--- config.mk ---
export PLATFORM = sky130hd
export DESIGN_NAME = bfk_dist
export DESIGN_NICKNAME = d
export VERILOG_FILES = /design/src/bfk_pkg.sv /design/src/bfk_dist.sv
export SDC_FILE = /design/constraint.sdc
export NUM_CORES = 2
export LEC_CHECK = 0
export BUFFER_PORTS_ARGS = -buffer_cell sky130_fd_sc_hd__buf_2
export CAP_MARGIN = 20
export CORE_MARGIN = 4
export CORE_UTILIZATION = 23
export CTS_CLUSTER_SIZE = 40
export DETAILED_ROUTE_END_ITERATION = 7
export PLACE_DENSITY_LB_ADDON = 0.08
export SLEW_MARGIN = 40
export SYNTH_ARGS = -nofsm -noshare
export SYNTH_HDL_FRONTEND = slang
export SYNTH_SLANG_ARGS = --single-unit
--- constraint.sdc ---
create_clock -name clk -period 22.2 [get_ports clk]
set_input_delay 4.44 -clock clk [delete_from_list [all_inputs] [get_ports clk]]
set_output_delay 4.44 -clock clk [all_outputs]
set_load 0.005 [all_outputs]
--- src/bfk_pkg.sv ---
// ----------------------------------------------------------------------------
// bfk_pkg: shared definitions for the k-nearest-neighbor search block
// Default sizes, operation codes, the sequencer state type and the control
// bundle that the sequencer hands to the sorted best list.
// ----------------------------------------------------------------------------
package bfk_pkg;

  localparam int MAX_POINTS_DEF = 4096;
  localparam int K_MAX_DEF      = 8;
  localparam int COORD_BITS_DEF = 18;

  localparam int OP_W  = 2;
  localparam int CFG_W = 4;
  localparam int TAG_W = 16;

  localparam logic [OP_W-1:0] OP_CLEAR  = 2'd0;
  localparam logic [OP_W-1:0] OP_APPEND = 2'd1;
  localparam logic [OP_W-1:0] OP_QUERY  = 2'd2;

  localparam logic [CFG_W-1:0] K_RESET = 4'd1;

  typedef enum logic [3:0] {
    ST_IDLE  = 4'b0001,
    ST_SCAN  = 4'b0010,
    ST_DRAIN = 4'b0100,
    ST_EMIT  = 4'b1000
  } state_t;

  typedef struct packed {
    logic             clear;
    logic [CFG_W-1:0] k_lim;
  } sort_ctl_t;

endpackage

--- src/bfk_dist.sv ---
// ----------------------------------------------------------------------------
// bfk_dist: squared distance unit
// Pipelined difference, square and sum stages, fed one stored point per
// cycle from the memory read port and reused for every point of a query.
// ----------------------------------------------------------------------------
module bfk_dist #(
  parameter int  MAX_POINTS = bfk_pkg::MAX_POINTS_DEF,
  parameter int  COORD_BITS = bfk_pkg::COORD_BITS_DEF,
  localparam int IDX_W      = $clog2(MAX_POINTS),
  localparam int PT_W       = 3 * COORD_BITS,
  localparam int DIST_W     = 2 * COORD_BITS + 2
) (
  input  logic                  clk,
  input  logic                  rst,
  input  logic                  issue,
  input  logic [IDX_W-1:0]      issue_idx,
  input  logic [PT_W-1:0]       rd_data,
  input  logic [COORD_BITS-1:0] q_x,
  input  logic [COORD_BITS-1:0] q_y,
  input  logic [COORD_BITS-1:0] q_z,
  output logic                  dist_valid,
  output logic [IDX_W-1:0]      dist_idx,
  output logic [DIST_W-1:0]     dist_sq,
  output logic                  busy
);

  localparam int SQ_W = 2 * COORD_BITS;

  logic v0, v1, v2, v3;
  logic [IDX_W-1:0] i0, i1, i2, i3;
  logic [COORD_BITS-1:0] p_x, p_y, p_z;
  logic [COORD_BITS:0] dx, dy, dz;
  logic [COORD_BITS-1:0] ax, ay, az;
  logic [SQ_W-1:0] sq_x, sq_y, sq_z;
  logic [DIST_W-1:0] sum;

  assign p_x = rd_data[PT_W-1 -: COORD_BITS];
  assign p_y = rd_data[2*COORD_BITS-1 -: COORD_BITS];
  assign p_z = rd_data[COORD_BITS-1:0];

  // The difference of two in-range coordinates never reaches the most
  // negative value, so the magnitude fits in COORD_BITS bits.
  always_comb begin
    ax = dx[COORD_BITS] ? COORD_BITS'(-dx) : COORD_BITS'(dx);
    ay = dy[COORD_BITS] ? COORD_BITS'(-dy) : COORD_BITS'(dy);
    az = dz[COORD_BITS] ? COORD_BITS'(-dz) : COORD_BITS'(dz);
  end

  always_ff @(posedge clk) begin
    if (rst) begin
      v0 <= 1'b0;
      v1 <= 1'b0;
      v2 <= 1'b0;
      v3 <= 1'b0;
    end else begin
      v0 <= issue;
      v1 <= v0;
      v2 <= v1;
      v3 <= v2;
    end
  end

  always_ff @(posedge clk) begin
    i0   <= issue_idx;
    i1   <= i0;
    i2   <= i1;
    i3   <= i2;
    dx   <= {p_x[COORD_BITS-1], p_x} - {q_x[COORD_BITS-1], q_x};
    dy   <= {p_y[COORD_BITS-1], p_y} - {q_y[COORD_BITS-1], q_y};
    dz   <= {p_z[COORD_BITS-1], p_z} - {q_z[COORD_BITS-1], q_z};
    sq_x <= SQ_W'(ax) * SQ_W'(ax);
    sq_y <= SQ_W'(ay) * SQ_W'(ay);
    sq_z <= SQ_W'(az) * SQ_W'(az);
    sum  <= DIST_W'(sq_x) + DIST_W'(sq_y) + DIST_W'(sq_z);
  end

  assign dist_valid = v3;
  assign dist_idx   = i3;
  assign dist_sq    = sum;
  assign busy       = v0 | v1 | v2 | v3;

endmodule

==> impl_metrics.tcl <==
set metrics [dict create \
    status "finished clean" \
    postCtsResizedCells 0 \
    avgSynthCellArea_um2 9.13 \
    via_per_inst 4.02 \
    synth_seq_area_share_pct 13.5 \
    hold_ws_ps 320 \
    top_usage_layer "met2" \
    cap_violations 0 \
    postSynthCellCount 4079 \
    portBuffers 174 \
    insertion_delay_ps 620 \
    drtIter0Drc 967 \
    hold_viol_final 0 \
    antenna_found_initial 6 \
    num_io_pins 175 \
    route.antenna.remaining_nets 0 \
    tritoncts "built" \
    grt_max_degree 20 \
    wl_per_cell_um 16.5 \
    synth_edf_count 0 \
    cts.sinks 252 \
    syn_area_um2 37200 \
    die_w_um 410 \
    dp_hpwl_mm 91.1 \
    nets 5498 \
    holdBufCountCts 0 \
    use_met2_pct 22.1 \
    first_pass_iters 5 \
    grt_pass1_vias 29300 \
    grt_pass1_wl_mm 171 \
    async_flop_share_pct 0 \
    placedInstanceArea_um2 41000 \
    worst_setup_path_start_kind "flip-flop" \
    ys_warn_count 0 \
    clock_skew_ps 45.5 \
    finalCritPeriodShare_pct 42.7 \
    die_y_um 410 \
    max_clock_freq_mhz 106 \
    crit_required_ps 22690 \
    cts_buffers 39 \
    met3_usage_pct 1.75 \
    worstMarginPinSlew_ps 876 \
    initial_utilization_pct 23.2 \
    post_cts_buffers 0 \
    synth.distinct_cells 78 \
    core_area_um2 161000 \
    clock_path_buffers 3 \
    path_class "reg2reg" \
    hold_class "reg2reg" \
    clock_tree.root_cell "clkbuf_16" \
    path_clk_slew_ps 60 \
    max_stage_delay_ps 580 \
    gr-total-overflow 0 \
    critPathMaxFanout 12 \
    slew_viol_final 0 \
    slowest_stage "a21oi_1" \
    gp_congestion 0.774 \
    setup_tns_ps 0 \
    row_count 147 \
    grt_usage_pct 13.1 \
    syn_to_final_growth_pct 13.9 \
    period_minus_slack_ps 9470 \
    vias 26000 \
    synth_top_flop_cell "dfxtp_1" \
    dieArea_um2 168000 \
    cp.arrival_ps 9960 \
    end_kind "flip-flop" \
    final_area_um2 42400 \
    wl_mm 106 \
    slew_headroom_pct 40.8 \
    cts-htree-levels 2 \
    ys_ff_latch 252 \
    rsz0062_at_grt "false" \
    setup_violations 0 \
    drive_above_1_share_pct 7.81 \
    grt_use_met1_pct 18.1 \
    drc_errors 0 \
]
worst max-delay path: cells and delay by family (launching register included):
| kind | cells | cell delay, ps |
|---|---|---|
| AOI/OAI and AO/OA | 7 | 2300 |
| xor gates and xnor gates | 2 | 310 |
| adders and majority gates | 8 | 3400 |
| buffers and inverters | 8 | 1320 |
| DFF | 1 | 480 |
| and+or+nand+nor | 6 | 1570 |
cells in the mapped netlist (7+ instances only):
cell | number | share of area [%]
o21ai_0 | 76 | 1.0
and3_1 | 13 | 0.22
or2_2 | 11 | 0.18
xor2_1 | 61 | 1.4
a211oi_1 | 8 | 0.16
a21o_1 | 87 | 1.8
o21a_1 | 22 | 0.44
nand3_1 | 30 | 0.40
or3_1 | 12 | 0.20
a21oi_1 | 132 | 1.8
o31ai_1 | 12 | 0.24
a31oi_1 | 16 | 0.27
o211ai_1 | 7 | 0.14
and2_1 | 11 | 0.18
nand4_1 | 11 | 0.18
nor3_1 | 26 | 0.35
xnor2_1 | 160 | 3.8
nor2b_1 | 26 | 0.44
o21bai_1 | 31 | 0.62
clkinv_1 | 14 | 0.14
nor4_1 | 7 | 0.12
dfxtp_1 | 252 | 14
a21boi_0 | 10 | 0.20
fa_1 | 690 | 37
clkbuf_1 | 54 | 0.54
nand2b_1 | 23 | 0.39
o41ai_1 | 9 | 0.21
inv_1 | 1082 | 11
nor2_1 | 331 | 3.3
ha_1 | 415 | 14
nand2_1 | 341 | 3.4
sequential cells by signal, indices dropped and copies added, names as in the netlist, 19 cells and up:
name	flops
sq_x	35
dz	19
sq_z	35
dx	19
dist_sq	38
dy	19
sq_y	35
cell families (layout without fill, tap and decap cells):
kind of cell             Yosys count  count (layout)  synth area share (%)
adder cells (fa/ha/maj)         1105            1105                  51.0
XOR/XNOR                         226             226                  5.45
buffers and inverters           1165            1385                  11.8
other                              1               4                0.0101
flip-flops                       252             252                  13.5
multiplexers                       1               1                0.0269
AO/OA/AOI/OAI                    465             465                  8.18
AND/OR/NAND/NOR                  864             864                  9.92
layer usage:
layer	up-vias	part of all wire, %
met4	0	1.5
met5	-	0
li1	12700	-
met3	61	3.4
met2	319	47
met1	12900	48
per-stage QoR:
| stage | std cells | utilization, % | setup WS [ps] |
|---|---|---|---|
| 2_1_floorplan | 4081 | - | 14210 |
| 3_3_place_gp | 6389 | 25.5 | 12650 |
| 3_5_place_dp | 6389 | 25.5 | 12640 |
| 4_1_cts | 6461 | 26.4 | 12630 |
| 5_1_grt | 6461 | 26.4 | 12110 |
| 6_report | 6462 | 26.4 | 12730 |
cell usage in the layout, fill, tap and decap left out, types with 7 or more instances in the layout:
cell / count
xnor2_2: 11
clkinv_1: 14
o21ai_0: 76
buf_2: 174
and2_1: 11
buf_4: 41
nor3_1: 26
fa_1: 690
and3_1: 13
nor2b_1: 26
o41ai_1: 9
or2_2: 11
or3_1: 12
a211oi_1: 8
nor2_1: 331
a31oi_1: 16
nand2b_1: 23
ha_1: 415
inv_1: 1082
o21a_1: 22
nand4_1: 11
a21boi_0: 10
nand3_1: 30
a21o_1: 87
o21bai_1: 31
nor4_1: 7
o31ai_1: 11
o211ai_1: 7
nand2_1: 341
clkbuf_16: 39
dfxtp_1: 252
xnor2_1: 147
a21oi_1: 132
xor2_1: 57
final cells by class:
| cell class | instances | area, um2 |
|---|---|---|
| inverter | 1098 | 4120 |
| clock inverter | 22 | 324 |
| timing repair buffer | 215 | 1180 |
| clock buffer | 50 | 1070 |
| antenna | 1 | 2.50 |
| fill | 17600 | 118000 |
| tap | 2160 | 2700 |
| multi-input combinational | 2664 | 28000 |
| sequential | 252 | 5040 |
worst paths after layout:
path | from | endpoint | slack (ps) | cells after the start
worst min register to register | i1[3] | i2[3] | 320 | 0
worst max-delay path | dy[0] | sq_y[35] | 12730 | 31
worst min-delay path | i1[3] | i2[3] | 320 | 0
worst max register to register | dy[0] | sq_y[35] | 12730 | 31
Power is not shown: default switching activity piles up to over one toggle a cycle in this logic, so the estimate is an artifact.
