## src/bfk_pkg.sv

```systemverilog
// ----------------------------------------------------------------------------
// bfk_pkg: shared definitions for the k-nearest-neighbor search block
// Default sizes, operation codes, the sequencer state type and the control
// bundle that the sequencer hands to the sorted best list.
// ----------------------------------------------------------------------------
package bfk_pkg;

  localparam int MAX_POINTS_DEF = 4096;
  localparam int K_MAX_DEF      = 8;
  localparam int COORD_BITS_DEF = 18;

  localparam int OP_W  = 2;
  localparam int CFG_W = 4;
  localparam int TAG_W = 16;

  localparam logic [OP_W-1:0] OP_CLEAR  = 2'd0;
  localparam logic [OP_W-1:0] OP_APPEND = 2'd1;
  localparam logic [OP_W-1:0] OP_QUERY  = 2'd2;

  localparam logic [CFG_W-1:0] K_RESET = 4'd1;

  typedef enum logic [3:0] {
    ST_IDLE  = 4'b0001,
    ST_SCAN  = 4'b0010,
    ST_DRAIN = 4'b0100,
    ST_EMIT  = 4'b1000
  } state_t;

  typedef struct packed {
    logic             clear;
    logic [CFG_W-1:0] k_lim;
  } sort_ctl_t;

endpackage

```

## src/bfk_sort.sv

```systemverilog
// ----------------------------------------------------------------------------
// bfk_sort: sorted best list
// Keeps up to K_MAX nearest points in ascending distance. Each new distance
// is compared with all slots at once and inserted with a one-slot shift.
// ----------------------------------------------------------------------------
module bfk_sort #(
  parameter int  MAX_POINTS = bfk_pkg::MAX_POINTS_DEF,
  parameter int  K_MAX      = bfk_pkg::K_MAX_DEF,
  parameter int  COORD_BITS = bfk_pkg::COORD_BITS_DEF,
  localparam int IDX_W      = $clog2(MAX_POINTS),
  localparam int DIST_W     = 2 * COORD_BITS + 2,
  localparam int RANK_W     = (K_MAX > 1) ? $clog2(K_MAX) : 1
) (
  input  logic               clk,
  input  logic               rst,
  input  bfk_pkg::sort_ctl_t ctl,
  input  logic               ins_valid,
  input  logic [IDX_W-1:0]   ins_idx,
  input  logic [DIST_W-1:0]  ins_dist,
  input  logic [RANK_W-1:0]  sel,
  output logic [IDX_W-1:0]   sel_idx,
  output logic [DIST_W-1:0]  sel_dist,
  output logic               sel_last
);

  logic [K_MAX-1:0] b_vld;
  logic [IDX_W-1:0] b_idx [K_MAX];
  logic [DIST_W-1:0] b_dist [K_MAX];

  logic [K_MAX-1:0] gt;
  logic [K_MAX-1:0] upd;
  logic [K_MAX-1:0] nxt_vld;
  logic [K_MAX-1:0] last_v;
  logic [IDX_W-1:0] nxt_idx [K_MAX];
  logic [DIST_W-1:0] nxt_dist [K_MAX];

  // A slot is displaced when it is empty or holds a strictly larger distance,
  // so equal distances keep the earlier (lower) index ahead.
  for (genvar j = 0; j < K_MAX; j++) begin : g_slot
    assign gt[j]  = !b_vld[j] || (b_dist[j] > ins_dist);
    assign upd[j] = ins_valid && gt[j] && (j < int'(ctl.k_lim));
    if (j == 0) begin : g_head
      assign nxt_vld[j]  = 1'b1;
      assign nxt_idx[j]  = ins_idx;
      assign nxt_dist[j] = ins_dist;
    end else begin : g_body
      assign nxt_vld[j]  = gt[j-1] ? b_vld[j-1] : 1'b1;
      assign nxt_idx[j]  = gt[j-1] ? b_idx[j-1] : ins_idx;
      assign nxt_dist[j] = gt[j-1] ? b_dist[j-1] : ins_dist;
    end
    if (j == K_MAX - 1) begin : g_end
      assign last_v[j] = 1'b1;
    end else begin : g_mid
      assign last_v[j] = !b_vld[j+1];
    end
  end

  always_ff @(posedge clk) begin
    if (rst) begin
      b_vld <= '0;
    end else if (ctl.clear) begin
      b_vld <= '0;
    end else begin
      for (int j = 0; j < K_MAX; j++) begin
        if (upd[j]) begin
          b_vld[j] <= nxt_vld[j];
        end
      end
    end
  end

  always_ff @(posedge clk) begin
    for (int j = 0; j < K_MAX; j++) begin
      if (upd[j]) begin
        b_idx[j]  <= nxt_idx[j];
        b_dist[j] <= nxt_dist[j];
      end
    end
  end

  assign sel_idx  = b_idx[sel];
  assign sel_dist = b_dist[sel];
  assign sel_last = last_v[sel];

  a_vld_prefix: assert property (@(posedge clk) disable iff (rst)
    ((b_vld + 1'b1) & b_vld) == '0)
    else $error("best list valid bits are not a contiguous prefix");

  a_clear_empties: assert property (@(posedge clk) disable iff (rst)
    ctl.clear |=> (b_vld == '0))
    else $error("best list not empty after clear");

  a_insert_fills_head: assert property (@(posedge clk) disable iff (rst)
    ins_valid && !ctl.clear |=> b_vld[0])
    else $error("nearest slot empty after an insertion");

endmodule

```

## config.mk

```make
export PLATFORM = sky130hd
export DESIGN_NAME = bfk_sort
export DESIGN_NICKNAME = d
export VERILOG_FILES = /design/src/bfk_pkg.sv /design/src/bfk_sort.sv
export SDC_FILE = /design/constraint.sdc
export NUM_CORES = 1
export LEC_CHECK = 0
export BUFFER_PORTS_ARGS = -buffer_cell sky130_fd_sc_hd__buf_2
export CAP_MARGIN = 20
export CORE_ASPECT_RATIO = 1.2
export CORE_MARGIN = 2
export CORE_UTILIZATION = 50
export CTS_CLUSTER_DIAMETER = 50
export DETAILED_ROUTE_END_ITERATION = 8
export PLACE_DENSITY = 0.67
export SYNTH_ARGS = -nofsm -noshare
export SYNTH_HDL_FRONTEND = slang
export SYNTH_SLANG_ARGS = --single-unit
export TNS_END_PERCENT = 100
```

## constraint.sdc

```tcl
create_clock -name clk -period 8.8 [get_ports clk]
set_input_delay 1.32 -clock clk [delete_from_list [all_inputs] [get_ports clk]]
set_output_delay 1.32 -clock clk [all_outputs]
set_load 0.02 [all_outputs]
```

==> flow_summary.yaml, run 1 <==
pwr:
  ir_drop_uv: 180
  p_per_area_nw_per_um2: 177
  leakage_nw: 12.7
setup_path:
  cp_max_fo: 51
  path_class: "in2reg"
  required_ns: 9.04
  worstSetupStartpointType: "primary input"
  critPathArrivalTime_ns: 5.43
  end_kind: "flip-flop"
global_route:
  antenna_found_initial: 8
  first_global_vias: 22000
  grt_max_degree: 65
  grt_pass1_wl_mm: 144
  track_usage: 0.324
  grt-ovfl-total: 0
cts:
  clkTransAtPathRegs_ns: 0.06
  postCtsSetupBuffers: 0
  cts_buffers: 50
  ctsResizeCount: 0
  cts-root-buf: "clkbuf_16"
  cts_hold_buf: 0
  clock_sinks: 408
  cts_max_level: 2
  cts_tree: "done"
  clock_latency_ns: 0.61
  clock_path_buffers: 3
min_path:
  hp-class: "reg2reg"
finish:
  area_delta_synth_final_pct: 9.16
  instances_no_fill: 3082
  fin_nets: 2670
  n_fill_cell: 4748
  final_cell_area_um2: 31700
  drive_gt1_frac: 0.301
die:
  ios: 112
  fp-row-count: 96
  die-area_um2: 60000
  core_area_um2: 57300
  start_util: 0.507
  dieWidth_um: 224
  die_h_um: 268
yosys:
  syn-cell-area_um2: 29000
  syn-num-nets: 2656
  yosys_warnings: 0
  synth_ff_type: "edfxtp_1"
  synth_cell_types: 61
  synth.top_cells.by_area: "edfxtp_1, ha_1, mux4_2, mux2_2, a21bo_2"
  synth_seq_cells: 408
  async_flop_share: 0
  ys_seq_area_frac: 0.419
  syn_inst: 2291
  synth-edff-count: 400
  yosys.area.top_type: "edfxtp_1"
  synth_most_common_cell: "edfxtp_1"
  netlist.area_leader.share: 0.414
  yosys-top-cells-count: "edfxtp_1, ha_1, mux2_2, and3_1"
  syn_avg_cell_area_um2: 12.7
placed_design:
  place_area_um2: 30000
  dp.cells: 2988
  portBuffers: 111
  place.gp.congestion: 0.973
  dp_hpwl_mm: 63.8
timing:
  worstMarginPinSlew_ns: 1.16
  post-route-period-util: 0.590
  slew_headroom: 0.223
  setup_viol: 0
  fin_skew_ns: 0.0219
  rsz0062_at_grt: "false"
  clock.fmax_mhz: 193
  hold_viol_final: 0
  holdWs_ns: 0.535
  slew_viol_final: 0
  tns_ns: 0
  min_period_ns: 5.19
route:
  via_count: 21400
  avgViaCountPerCell: 6.96
  drtPass1Iterations: 5
  wl_mm: 97.7
  detail_route.drc_violations: 0
  wire_per_inst_um: 31.7
  initialDrtViolationCount: 2410
  ant_nets: 0
job:
  maxCapViolCount: 0
status:
  status: "finished clean"
-- stage by stage --
step | utilization | setup WS [ns] | total power [mW]
after floorplan | - | 1.35 | 3.13
after global placement | 0.524 | 3.18 | 3.48
after detailed placement | 0.524 | 3.10 | 3.51
after CTS | 0.553 | 3.73 | 5.60
after global routing | 0.553 | 3.54 | 5.77
final | 0.553 | 3.61 | 5.61
-- state kept, by name, summed over array words and instances (netlist names) --
register	flops
b_dist	304
b_idx	96
b_vld	8
-- per-layer routing --
layer,global-route usage,up-vias,part of all wire
li1,-,9195,-
met1,0.410,10700,0.38
met2,0.543,1253,0.48
met3,0.0550,257,0.085
met4,0.155,8,0.051
met5,0,-,0.00043
-- cell usage in the layout (no fill, tap or decap), drive strengths merged, types with 33 or more instances in the layout --
cell type	count
edfxtp	400
ha	304
mux2	249
and3	154
a22oi	150
a21bo	150
buf	143
a21oi	116
mux4	101
inv	77
nand2	64
o21ai	63
clkbuf	62
nand4	61
a21o	33
-- final timing paths --
check	startpoint	endpoint	slack (ns)	cells past startpoint
setup / recovery	ins_dist[20]	b_dist[1][10]	3.61	11
hold reg to reg	b_vld[1]	b_vld[2]	0.54	2
setup reg to reg	b_dist[1][20]	b_dist[1][10]	4.35	9
hold / removal	b_vld[1]	b_vld[2]	0.54	2
-- power by group --
part / switching [mW] / internal (mW) / leakage (nW) / total (mW)
combinational: 0.618 / 0.422 / 7.98 / 1.04
sequential: 0.126 / 2.33 / 3.91 / 2.45
clock: 0.897 / 1.22 / 0.803 / 2.12
-- layout make-up --
class                   count  area [um2]  area share
clock inverters            31         332      0.0105
repair buffers            143         800      0.0252
diodes                      1        2.50   0.0000790
clock buffers              62        1320      0.0416
well taps                 735         920      0.0290
flip-flops and latches    408       12200       0.384
inverters                  71         267     0.00841
multi-input cells        1631       15900       0.501
-- critical path, cell delays in order --
cell and delay (ns):
buf_2 0.19, inv_1 0.23, ha_1 0.39, nand4_1 0.31, nor4_4 0.49, a211oi_1 0.16, o32ai_2 0.28, o41ai_2 0.13
and2_4 0.51, nor2_4 0.71, buf_4 0.65
-- cell families (layout without fill, tap and decap cells) --
| family | count (synthesis) | after routing | share of synthesized area |
|---|---|---|---|
| AOI/OAI and AO/OA | 588 | 588 | 0.153 |
| DFF | 408 | 408 | 0.419 |
| and+or+nand+nor | 385 | 385 | 0.0758 |
| muxes | 354 | 354 | 0.181 |
| adders and majority gates | 304 | 304 | 0.131 |
| buffers and inverters | 252 | 307 | 0.0395 |
| other | 0 | 1 | 0 |
Power figures use the tool's default switching activity.
==> inputs of run 2 (changes only) <==
Settings changed: PLACE_DENSITY 0.67 to 0.69.
Clock period 8.8 ns to 4.35 ns, I/O delays scaled along.
==> flow_summary.yaml, run 2 (synthesis gave the netlist of run 1 again) <==
status:
  status: "finished clean"
placed_design:
  place.gp.congestion: 0.941
  place_area_um2: 30900
  dp_hpwl_mm: 67.4
  place_ws_ns: 0.100
  dp.cells: 3044
  portBuffers: 111
timing:
  slew_viol_final: 0
  fin_skew_ns: 0.0244
  slew_headroom: 0.413
  clock.fmax_mhz: 270
  hold_viol_final: 0
  worstMarginPinSlew_ns: 0.873
  setup_viol: 0
  post-route-period-util: 0.852
  finalWorstSetupSlack_ns: 0.645
  min_period_ns: 3.70
  rsz0062_at_grt: "false"
  tns_ns: 0
  holdWs_ns: 0.358
pwr:
  power_mw: 11.5
  ir_drop_uv: 326
  power_switching_mw: 3.40
  leakage_nw: 13.1
  swShare: 0.296
  p_per_area_nw_per_um2: 353
  pwr-share-clk: 0.376
  p_comb_frac: 0.193
  intPower_mw: 8.10
  seqPwrFrac: 0.431
cts:
  clock_sinks: 408
  cts_buffers: 51
  cts_tree: "done"
  clkTransAtPathRegs_ns: 0.06
  cts-root-buf: "clkbuf_16"
  clock_path_buffers: 3
  postCtsSetupBuffers: 0
  clock_latency_ns: 0.62
  ctsResizeCount: 0
  cts_max_level: 2
  cts_hold_buf: 0
setup_path:
  critPathSlowestCell: "a31oi_1"
  required_ns: 4.69
  cp_max_fo: 12
  r2r_slack_ns: 0.71
  worstSetupStartpointType: "primary input"
  path_class: "in2reg"
  end_kind: "flip-flop"
  critPathArrivalTime_ns: 4.04
  critPathMaxStageDelay_ns: 0.47
  path_cells: "buf_2 -> inv_1 -> ha_1 -> a21oi_1 -> o21ai_0 -> a221o_1 -> a31oi_1 -> a211oi_2 -> o32ai_4 -> buf_4 -> mux2_1"
global_route:
  antenna_found_initial: 4
  grt-ovfl-total: 0
  track_usage: 0.336
  grt_max_degree: 51
  grt_pass1_wl_mm: 148
  first_global_vias: 22300
finish:
  top_register: "b_dist"
  utilization: 0.568
  fin_nets: 2727
  final_cell_mix: "edfxtp_1, ha_1, mux2_2"
  instances_no_fill: 3140
  final_common_cell: "edfxtp_1"
  drive_gt1_frac: 0.320
  n_fill_cell: 4598
  largest_reg_flops: 304
  final_cell_area_um2: 32600
  area_delta_synth_final_pct: 12.2
  reg_top3: "b_dist: 304 flops, b_idx: 96 flops, b_vld: 8 flops"
die:
  core_area_um2: 57300
  start_util: 0.507
  fp-row-count: 96
  die-area_um2: 60000
  die_h_um: 268
  ios: 112
  dieWidth_um: 224
route:
  ant_nets: 0
  wl_mm: 101
  via_count: 21800
  drtPass1Iterations: 5
  initialDrtViolationCount: 2317
  detail_route.drc_violations: 0
  avgViaCountPerCell: 6.93
  wire_per_inst_um: 32.3
job:
  maxCapViolCount: 0
min_path:
  hp-class: "in2reg"
## run 2: worst max-delay path: cells and delay by family
kind,cells,cell delay [ns]
AOI/OAI and AO/OA,6,1.80
adders and majority gates,1,0.36
buffers and inverters,3,0.82
muxes,1,0.38
## run 2: layer usage
metal | vias to the layer above | global-route usage | routed length, um
li1 | 9329 | - | -
met1 | 10900 | 0.416 | 38300
met2 | 1214 | 0.560 | 48800
met3 | 329 | 0.0586 | 8610
met4 | 6 | 0.186 | 5670
met5 | - | 0 | 41
## run 2: power by group through the flow
stage               clock network (mW)  registers, mW  logic, mW
floorplan                            0           4.90       1.42
global placement                     0           5.01       2.14
detailed placement                   0           5.02       2.18
CTS                               4.36           4.95       2.19
global route                      4.49           4.98       2.37
finish                            4.33           4.95       2.22
## run 2: cell type report
type                    instances  area (um2)  share of cell area
multi-input cells            1631       15900               0.488
diodes                          1        2.50           0.0000769
repair buffers                199        1640              0.0503
flip-flops and latches        408       12200               0.374
clock inverters                37         370              0.0114
well taps                     735         920              0.0282
clock buffers                  58        1300              0.0400
inverters                      71         267             0.00819
## run 2: final timing paths
kind / startpoint / to / depth (start not counted)
max: ins_dist[15] / b_dist[5][23] / 11
min: ins_idx[10] / b_idx[0][10] / 1
max reg2reg: b_dist[4][15] / b_dist[5][23] / 9
min reg2reg: b_vld[0] / b_vld[1] / 2
